[src/rtl/core/dqld_pkg.sv]
// Shared types, codes and character helpers for the DNS question name decoder.
`default_nettype none

package dqld_pkg;

  localparam logic [5:0] MAX_LABEL   = 6'd63;
  localparam logic [7:0] CHAR_DOT    = 8'h2E;
  localparam logic [7:0] CHAR_HYPHEN = 8'h2D;
  localparam logic [3:0] OPC_QUERY   = 4'd0;

  typedef enum logic [2:0] {
    ST_PARSING     = 3'd0,
    ST_DONE_NEW    = 3'd1,
    ST_DONE_REPEAT = 3'd2,
    ST_ERROR       = 3'd3,
    ST_SKIPPED     = 3'd4,
    ST_IDLE        = 3'd5
  } status_t;

  typedef enum logic [2:0] {
    PH_IDLE  = 3'b001,
    PH_LEN   = 3'b010,
    PH_LABEL = 3'b100
  } phase_t;

  typedef struct packed {
    logic [7:0] name_byte;
    logic       first_byte;
    logic       last_in_packet;
    logic [3:0] header_opcode;
    logic       header_response;
  } item_t;

  typedef struct packed {
    logic [7:0] text_char;
    logic       char_valid;
    status_t    status;
    logic [8:0] name_length;
  } result_t;

  function automatic logic legal_char(input logic [7:0] c);
    logic lower, upper, digit;
    lower = (c >= 8'h61) && (c <= 8'h7A);
    upper = (c >= 8'h41) && (c <= 8'h5A);
    digit = (c >= 8'h30) && (c <= 8'h39);
    return lower || upper || digit || (c == CHAR_HYPHEN);
  endfunction

endpackage

`default_nettype wire

[src/rtl/core/dqld_step.sv]
// Per-item parse step: phase update, character emission and repeat tracking.
`default_nettype none

module dqld_step
  import dqld_pkg::*;
#(
  parameter int MAX_NAME_CHARS = 255,
  parameter int CW = $clog2(MAX_NAME_CHARS + 1)
) (
  input  wire item_t            item,
  input  wire phase_t           phase,
  input  wire logic [5:0]       label_rem,
  input  wire logic [CW-1:0]    chars_used,
  input  wire logic             mismatch,
  input  wire logic             store_sel,
  input  wire logic [CW-1:0]    stored_len,
  input  wire logic [7:0]       cur_char,
  output phase_t                phase_out,
  output logic      [5:0]       label_rem_out,
  output logic      [CW-1:0]    chars_used_out,
  output logic                  mismatch_out,
  output logic                  store_sel_out,
  output logic      [CW-1:0]    stored_len_out,
  output logic                  wr_en,
  output logic      [CW-1:0]    wr_addr,
  output logic      [7:0]       wr_char,
  output result_t               res
);

  localparam int SW = CW + 2;

  phase_t        phase_w;
  logic [CW-1:0] used_w;
  logic          mis_w;
  logic          skip;
  logic [SW-1:0] pending_sum;
  logic [5:0]    rem_dec;

  assign skip    = item.first_byte && (item.header_opcode != OPC_QUERY) && !item.header_response;
  assign used_w  = item.first_byte ? '0 : chars_used;
  assign mis_w   = item.first_byte ? 1'b0 : mismatch;
  assign phase_w = item.first_byte ? PH_LEN : phase;
  assign rem_dec = label_rem - 6'd1;
  // characters so far, the separating dot, then the whole label
  assign pending_sum = SW'(used_w) + SW'(used_w != '0) + SW'(item.name_byte);

  always_comb begin
    phase_out      = phase;
    label_rem_out  = item.first_byte ? 6'd0 : label_rem;
    chars_used_out = used_w;
    mismatch_out   = mis_w;
    store_sel_out  = store_sel;
    stored_len_out = stored_len;
    wr_en          = 1'b0;
    wr_addr        = used_w;
    wr_char        = item.name_byte;
    res            = '0;
    res.status     = ST_PARSING;

    if (skip) begin
      phase_out  = PH_IDLE;
      res.status = ST_SKIPPED;
    end else begin
      unique case (phase_w)
        PH_LEN: begin
          if (item.name_byte == 8'd0) begin
            res.name_length = 9'(used_w);
            if (!mis_w && (used_w == stored_len)) begin
              res.status = ST_DONE_REPEAT;
            end else begin
              res.status     = ST_DONE_NEW;
              store_sel_out  = ~store_sel;
              stored_len_out = used_w;
            end
            phase_out = PH_IDLE;
          end else if ((item.name_byte > {2'b00, MAX_LABEL}) || item.last_in_packet ||
                       (pending_sum > SW'(MAX_NAME_CHARS))) begin
            res.status = ST_ERROR;
            phase_out  = PH_IDLE;
          end else begin
            if (used_w != '0) begin
              wr_en          = 1'b1;
              wr_char        = CHAR_DOT;
              res.text_char  = CHAR_DOT;
              res.char_valid = 1'b1;
              chars_used_out = used_w + CW'(1);
              mismatch_out   = mis_w || (used_w >= stored_len) || (cur_char != CHAR_DOT);
            end
            label_rem_out = item.name_byte[5:0];
            phase_out     = PH_LABEL;
          end
        end
        PH_LABEL: begin
          if (!legal_char(item.name_byte) || item.last_in_packet) begin
            res.status = ST_ERROR;
            phase_out  = PH_IDLE;
          end else begin
            wr_en          = 1'b1;
            res.text_char  = item.name_byte;
            res.char_valid = 1'b1;
            chars_used_out = used_w + CW'(1);
            mismatch_out   = mis_w || (used_w >= stored_len) || (cur_char != item.name_byte);
            label_rem_out  = rem_dec;
            phase_out      = (rem_dec == 6'd0) ? PH_LEN : PH_LABEL;
          end
        end
        default: begin
          phase_out  = PH_IDLE;
          res.status = ST_IDLE;
        end
      endcase
    end
  end

endmodule

`default_nettype wire

[config.mk]
export PLATFORM = sky130hd
export DESIGN_NAME = dqld_step
export DESIGN_NICKNAME = d
export VERILOG_FILES = /design/src/rtl/core/dqld_pkg.sv /design/src/rtl/core/dqld_step.sv
export SDC_FILE = /design/constraint.sdc
export NUM_CORES = 1
export LEC_CHECK = 0
export BUFFER_PORTS_ARGS = -buffer_cell sky130_fd_sc_hd__buf_4
export CAP_MARGIN = 5
export CELL_PAD_IN_SITES_DETAIL_PLACEMENT = 1
export CELL_PAD_IN_SITES_GLOBAL_PLACEMENT = 2
export CORE_ASPECT_RATIO = 0.5
export CORE_UTILIZATION = 21
export DETAILED_ROUTE_END_ITERATION = 7
export GPL_TIMING_DRIVEN = 0
export PLACE_DENSITY_LB_ADDON = 0.05
export SLEW_MARGIN = 20
export SYNTH_ARGS = -nofsm -noshare
export SYNTH_HDL_FRONTEND = slang
export SYNTH_SLANG_ARGS = --single-unit
[constraint.sdc]
create_clock -name vclk -period 7.2
set_clock_uncertainty 0.1 [all_clocks]
set_input_delay 1.8 -clock vclk [all_inputs]
set_output_delay 1.8 -clock vclk [all_outputs]
set_load 0.02 [all_outputs]
==> results of run 1 <==
-- worst paths after layout --
| path | start | end | slack (ps) | cells after the start |
|---|---|---|---|---|
| worst min-delay path | store_sel | store_sel_out | 3800 | 3 |
| worst max-delay path | chars_used[4] | chars_used_out[6] | 190 | 14 |
-- cells in the mapped netlist (all sizes together), types with 2 or more instances --
cell type	n
nand3	11
o31ai	2
nor2b	3
nand2b	15
or4	3
nand3b	3
inv	27
buf	11
xor2	4
ha	18
clkbuf	3
fa	2
nand2	33
nor2	27
nand4	3
a221oi	2
a2111oi	2
and3	3
a21oi	15
a31oi	5
a22oi	3
and2	6
nor4b	2
nor3	8
or3	3
o21bai	3
a21o	2
xnor2	9
o22ai	2
a2bb2oi	2
a211oi	2
o21ai	18
-- area by class of cell --
| class | count | area (sq um) | area share |
|---|---|---|---|
| multi-input combinational | 226 | 1590 | 0.572 |
| timing repair buffer | 114 | 856 | 0.308 |
| inverter | 27 | 101 | 0.0365 |
| buffer | 14 | 96.3 | 0.0347 |
| tap | 108 | 135 | 0.0486 |
-- stage by stage --
step | power (uW) | cell area (sq um) | cells | hold WS (ps) | setup TNS, ps
final | 161 | 2780 | 489 | 3800 | 0
after CTS | 159 | 2730 | 487 | 3800 | 0
after floorplan | 82.0 | 1720 | 267 | 3620 | 0
after global placement | 153 | 2690 | 487 | 3790 | -4140
after global routing | 176 | 2780 | 489 | 3820 | -38.4
after detailed placement | 156 | 2690 | 487 | 3800 | -7000
-- layer usage --
layer	vias to the layer above	part of all wire	routed length, microns	GRT usage
met5	-	0	0	0
met4	0	0.0020	16	0.00436
met3	2	0.060	484	0.0243
met2	72	0.42	3390	0.314
met1	1088	0.52	4210	0.270
li1	1162	-	-	-
-- what timing repair did --
item,in CTS,in global routing
pin swaps,1,3
buffers inserted,0,2
setup endpoints to repair,25,13
cloned,0,0
gates resized for setup,8,8
-- cell usage in the layout, fill, tap and decap left out, drive strengths merged, types with 4 or more instances in the layout --
| cell type | count |
|---|---|
| inv | 27 |
| o21ai | 18 |
| and2 | 6 |
| nor3 | 8 |
| a21oi | 15 |
| nand3 | 11 |
| nor2 | 27 |
| a31oi | 5 |
| nand2b | 15 |
| xnor2 | 9 |
| buf | 126 |
| nand2 | 33 |
| xor2 | 4 |
| ha | 18 |
-- kinds of logic after synthesis --
group	after synthesis	synth area share
other	1	0.00219
adders and majority gates	20	0.155
buffers and inverters	41	0.113
and+or+nand+nor	123	0.378
xor gates and xnor gates	13	0.0665
muxes	2	0.0124
AOI/OAI and AO/OA	66	0.273
-- power breakdown --
part	total, uW	switching (uW)	internal (uW)	leakage, uW
logic	161	91.0	69.5	0.00141
registers	0	0	0	0
clock network	0	0	0	0
==> flow_summary.ini, run 1 <==
[layout]
clkbuf_count = 0
design.seq.count = 0
drive_gt1_frac = 0.394
fin_util = 0.366
seqCellArea_sq_um = 0
fin_nets = 453
diodes = 0
area_delta_synth_final_pct = 62.2
nFillCells = 1000

[timing]
max_freq_ghz = 0.143
rsz0062_at_grt = yes
setup_viol = 0
tightest_slew_ps = 645
final_hold_viol_count = 0
layout_min_cycle_time_ps = 7010
setup_slack_ps = 194
maxSlewViolCount = 0
slew_headroom = 0.566
min_period_over_period = 0.973

[floorplan]
die_w_microns = 130
die_h_microns = 65.9
core.rowCount = 22
start_util = 0.225
core-area_sq_um = 7600
dieArea_sq_um = 8540
ios = 115

[placed_design]
hpwl_microns = 6970
port_buffers = 112
pre_cts_ws_ps = -533
routabilityCongestion = 0.774

[pwr]
power.leakage_uw = 0.00141
vdd_drop_max_v = 0.0000238
p_per_area_nw_per_um2 = 57.8

[worst_setup_path]
cp-start-kind = input pin
crit_slowest_cell = or4_1
critical_path_buf_inv_count = 3
crit_path_cell_trace = buf_4 > or4_1 > nor3_1 > o21ai_4 > inv_1 > fa_1 > fa_1 > nand3b_1 > a21oi_2 > o21bai_1 > nand3_1 > a2111oi_2 > mux2i_1 > buf_4
cp.arrival_ps = 5110
cp.required_ps = 5300
crit_type = in -> out
crit_family = simple AND/OR/NAND/NOR gates
crit_fanout = 6
end_kind = output port
cpPeakStageDelay_ps = 510

[routing]
first_iter_violations = 41
drcViolationCount = 0
vias_per_cell = 4.75
vias = 2324
drt-pass1-iter-count = 4
drt_wl_total_microns = 8100
antenna_left = 0
wl_per_cell_microns = 16.6

[clocking]
cts_hold_repair.buffers = 0

[grt]
grt_max_degree = 11
grt_usage = 0.188
grt_pass1_vias = 2396
grt_pass1_wl_microns = 12700
grt.overflow.total = 0
antenna_found_initial = 0

[synthesis]
netlist.area_leader.share = 0.131
synthCells = 266
synth_warnings = 0
synth_top_cells_by_area = ha_1 13%, nand2_1 6.6%, inv_1 5.9%
ys_types = 58
syn_avg_cell_area_sq_um = 6.44
yosysSeqAreaShare = 0
synth_area_sq_um = 1710
synth_top_cell_by_area = ha_1

[run_status]
status = complete, no violations

[min_path]
min-delay-path-class = in -> out

[flow_run]
drv_cap = 0
Power figures use the tool's default switching activity.
==> run 2: changes to the inputs <==
==> constraint.sdc (replaced) <==
create_clock -name vclk -period 6.75
set_clock_uncertainty 0.1 [all_clocks]
set_input_delay 1.6875 -clock vclk [all_inputs]
set_output_delay 1.6875 -clock vclk [all_outputs]
set_load 0.02 [all_outputs]
==> run 2 against run 1 <==
Effect of this change:
- via count increased by 0.56%
- clock-buffer cell count unchanged
- setup slack got worse by 51 ps
- global-route usage increased by 0.30 points
- die area unchanged
- combinational power increased by 9%
- wire length increased by 0.96%
- total power increased by 8.8%
- critical path depth increased by 2
- utilization increased by 0.81 points
- design area increased by 2.2%
- worst hold slack got worse by 220 ps
- critical endpoint is now chars_used_out[3]
==> flow_summary.ini, run 2 (synthesis gave the netlist of run 1 again) <==
[layout]
nFillCells = 994
seqCellArea_sq_um = 0
drive_gt1_frac = 0.414
area_delta_synth_final_pct = 65.8
final_common_cell = buf_4
clkbuf_count = 0
final_cell_mix = 119 x buf_4, 30 x nand2_1, 27 x nor2_1
design.seq.count = 0
diodes = 0
fin_nets = 456

[placed_design]
hpwl_microns = 6970
pre_cts_ws_ps = -758
port_buffers = 112
routabilityCongestion = 0.774

[routing]
first_iter_violations = 52
antenna_left = 0
vias_per_cell = 4.75
vias = 2337
wl_per_cell_microns = 16.6
drcViolationCount = 0
drt_wl_total_microns = 8180
drt-pass1-iter-count = 4

[timing]
layout_min_cycle_time_ps = 6610
max_freq_ghz = 0.151
min_period_over_period = 0.979
final_hold_viol_count = 0
slew_headroom = 0.576
setup_viol = 0
worst_hold_slack_ps = 3570
tightest_slew_ps = 629
setup_slack_ps = 143
maxSlewViolCount = 0

[worst_setup_path]
end_kind = output port
cp.required_ps = 4960
cp.arrival_ps = 4820
cp-start-kind = input pin
crit_fanout = 6
crit_type = in -> out

[floorplan]
dieArea_sq_um = 8540
ios = 115
core.rowCount = 22
die_w_microns = 130
start_util = 0.225
die_h_microns = 65.9
core-area_sq_um = 7600

[grt]
grt_pass1_vias = 2422
grt_usage = 0.191
grt_max_degree = 11
antenna_found_initial = 0
grt_pass1_wl_microns = 12800
grt.overflow.total = 0

[run_status]
status = complete, no violations

[pwr]
power.leakage_uw = 0.00142
p_per_area_nw_per_um2 = 61.5
vdd_drop_max_v = 0.0000251
total_power_uw = 175

[flow_run]
drv_cap = 0

[min_path]
min-delay-path-class = in -> out

[clocking]
cts_hold_repair.buffers = 0
-- run 2: area by class of cell --
cell class                 count  area, sq um  area share
buffer                        14          103      0.0361
inverter                      27          101      0.0357
multi-input combinational    226         1620       0.570
tap                          108          135      0.0476
timing repair buffer         117          882       0.311
-- run 2: what timing repair did --
item                                    in CTS  in global routing
endpoints found under the setup margin      31                 17
pin swaps                                    3                  3
buffers inserted                             2                  3
resized for setup                           20                  3
-- run 2: layer usage --
metal / vias to the layer above / global-route usage / wire length, microns
li1: 1168 / - / -
met1: 1096 / 0.276 / 4220
met2: 71 / 0.318 / 3440
met3: 2 / 0.0243 / 497
met4: 0 / 0.00436 / 16
met5: - / 0 / 0
-- run 2: critical path, cell delays in order --
cell      delay, ps
buf_4           120
or4_1           510
nor3_1          290
o21ai_4         140
inv_2            90
fa_2            190
fa_1            170
nand3b_1        150
a21oi_4          90
a311oi_4        310
and2_1          170
buf_2           180
a21oi_4          80
buf_4           170
o311ai_2        260
buf_4           200
-- run 2: power by group --
part / internal (uW) / switching, uW
logic: 76.1 / 98.6
registers: 0 / 0
clock network: 0 / 0
-- run 2: worst paths after layout --
path / startpoint / end / slack [ps] / depth (start not counted)
worst max-delay path: chars_used[4] / chars_used_out[3] / 140 / 16
worst min-delay path: store_sel / store_sel_out / 3570 / 3
-- run 2: through the flow --
stage	area [sq um]	std cells	setup TNS, ps	util
6_report	2840	492	0	0.374
5_1_grt	2840	492	-2.02	0.374
4_1_cts	2810	489	0	0.369
3_5_place_dp	2690	487	-13520	0.354
3_3_place_gp	2690	487	-9730	0.354
2_1_floorplan	1720	267	0	-
==> run 3: changes to the inputs <==
--- a/config.mk
+++ b/config.mk
@@ -13,7 +13,7 @@
 export CORE_UTILIZATION = 21
 export DETAILED_ROUTE_END_ITERATION = 7
 export GPL_TIMING_DRIVEN = 0
-export PLACE_DENSITY_LB_ADDON = 0.05
+export PLACE_DENSITY = 0.92
 export SLEW_MARGIN = 20
 export SYNTH_ARGS = -nofsm -noshare
 export SYNTH_HDL_FRONTEND = slang
==> run 3 against run 2 <==
Effect of this change:
- critical path depth unchanged
- utilization increased by 0.099 points
- maximum frequency fell by 0.61%
- global-route usage decreased by 1.4 points
- sequential share of layout area unchanged
==> flow_summary.ini, run 3 (synthesis gave the netlist of run 1 again) <==
[worst_setup_path]
crit_type = in -> out
crit_fanout = 10
cp.arrival_ps = 4860
end_kind = output port
cp-start-kind = input pin
cp.required_ps = 4960

[layout]
nFillCells = 997
multiInputGateArea_sq_um = 1630
fin_nets = 454
final_common_cell = buf_4
final_cell_mix = 116 x buf_4, 30 x nand2_1, 27 x nor2_1
design.seq.count = 0
diodes = 0
drive_gt1_frac = 0.414
fin_util = 0.375
seqCellArea_sq_um = 0
clkbuf_count = 0
area_delta_synth_final_pct = 66.3

[min_path]
worstHoldStart = store_sel
holdPathStages = 3
hold_end = store_sel_out
min-delay-path-class = in -> out

[grt]
grt_pass1_wl_microns = 12000
grt_pass1_vias = 2327
grt_usage = 0.177
grt_max_degree = 11
grt.overflow.total = 0
antenna_found_initial = 0

[clocking]
cts_hold_repair.buffers = 0

[flow_run]
drv_cap = 0

[routing]
wl_per_cell_microns = 15.9
vias = 2336
vias_per_cell = 4.77
antenna_left = 0
drt-pass1-iter-count = 4
drt_wl_total_microns = 7800
drcViolationCount = 0
first_iter_violations = 140

[pwr]
p_per_area_nw_per_um2 = 61.1
vdd_drop_max_v = 0.0000146
power.leakage_uw = 0.00142

[floorplan]
die_w_microns = 130
dieArea_sq_um = 8540
ios = 115
die_h_microns = 65.9
core-area_sq_um = 7600
core.rowCount = 22
start_util = 0.225

[run_status]
status = complete, no violations

[placed_design]
routabilityCongestion = 0.814
port_buffers = 112
hpwl_microns = 6550
pre_cts_ws_ps = -615

[timing]
setup_slack_ps = 102
slew_headroom = 0.604
layout_min_cycle_time_ps = 6650
max_freq_ghz = 0.150
tightest_slew_ps = 587
maxSlewViolCount = 0
setup_viol = 0
min_period_over_period = 0.985
final_hold_viol_count = 0
==> run 3: how the worst max path moves through the flow <==
stage	endpoint	from	depth (start not counted)
after global routing	chars_used_out[2]	item[6]	16
final	chars_used_out[3]	item[6]	16
after detailed placement	res[12]	item[6]	17
after floorplan	res[12]	item[6]	16
after global placement	res[12]	item[6]	17
after CTS	label_rem_out[4]	item[6]	13
==> run 3: metrics by stage <==
stage / setup TNS, ps / cells / total power, uW / hold slack [ps] / instance area, sq um
finish: 0 / 490 / 174 / 3570 / 2850
global route: -366 / 490 / 189 / 3580 / 2850
CTS: 0 / 488 / 168 / 3570 / 2740
detailed placement: -9210 / 487 / 164 / 3570 / 2690
global placement: -7860 / 487 / 162 / 3560 / 2690
floorplan: 0 / 267 / 87.5 / 3400 / 1720
==> run 3: cell type report <==
cell class	count	area share
Buffer	14	0.0373
Inverter	27	0.0356
Multi-Input combinational cell	226	0.574
Tap cell	108	0.0475
Timing Repair Buffer	115	0.306
==> run 3: where the power goes <==
group          internal, uW  total (uW)  leakage [uW]  switching [uW]
Combinational          76.6         174       0.00142            97.4
Clock                     0           0             0               0
Sequential                0           0             0               0
Total                  76.6         174       0.00142            97.4
==> run 3: critical path, stage by stage <==
cell and delay, ps:
clkbuf_4 190, buf_8 170, nand2b_4 180, ha_2 200, o21ai_4 110, inv_2 70
fa_2 350, fa_1 360, nand3b_1 190, a21oi_2 250, a311oi_4 160, and2_1 160
buf_2 160, a21oi_4 280, o311ai_1 160, buf_4 180
==> run 3: repair_timing <==
| action | in CTS | in global routing |
|---|---|---|
| buffers inserted | 1 | 2 |
| gates resized for setup | 11 | 18 |
| cloned | 0 | 0 |
| pin swaps | 2 | 5 |
| endpoints found under the setup margin | 29 | 17 |
==> run 3: layer usage <==
layer  share of wire  track usage  wire (microns)  vias up
met4          0.0054       0.0131              42        0
met5               0            0               0        -
met2            0.48        0.320            3780       53
met3           0.039      0.00647             307        4
met1            0.47        0.243            3670     1117
li1                -            -               -     1162
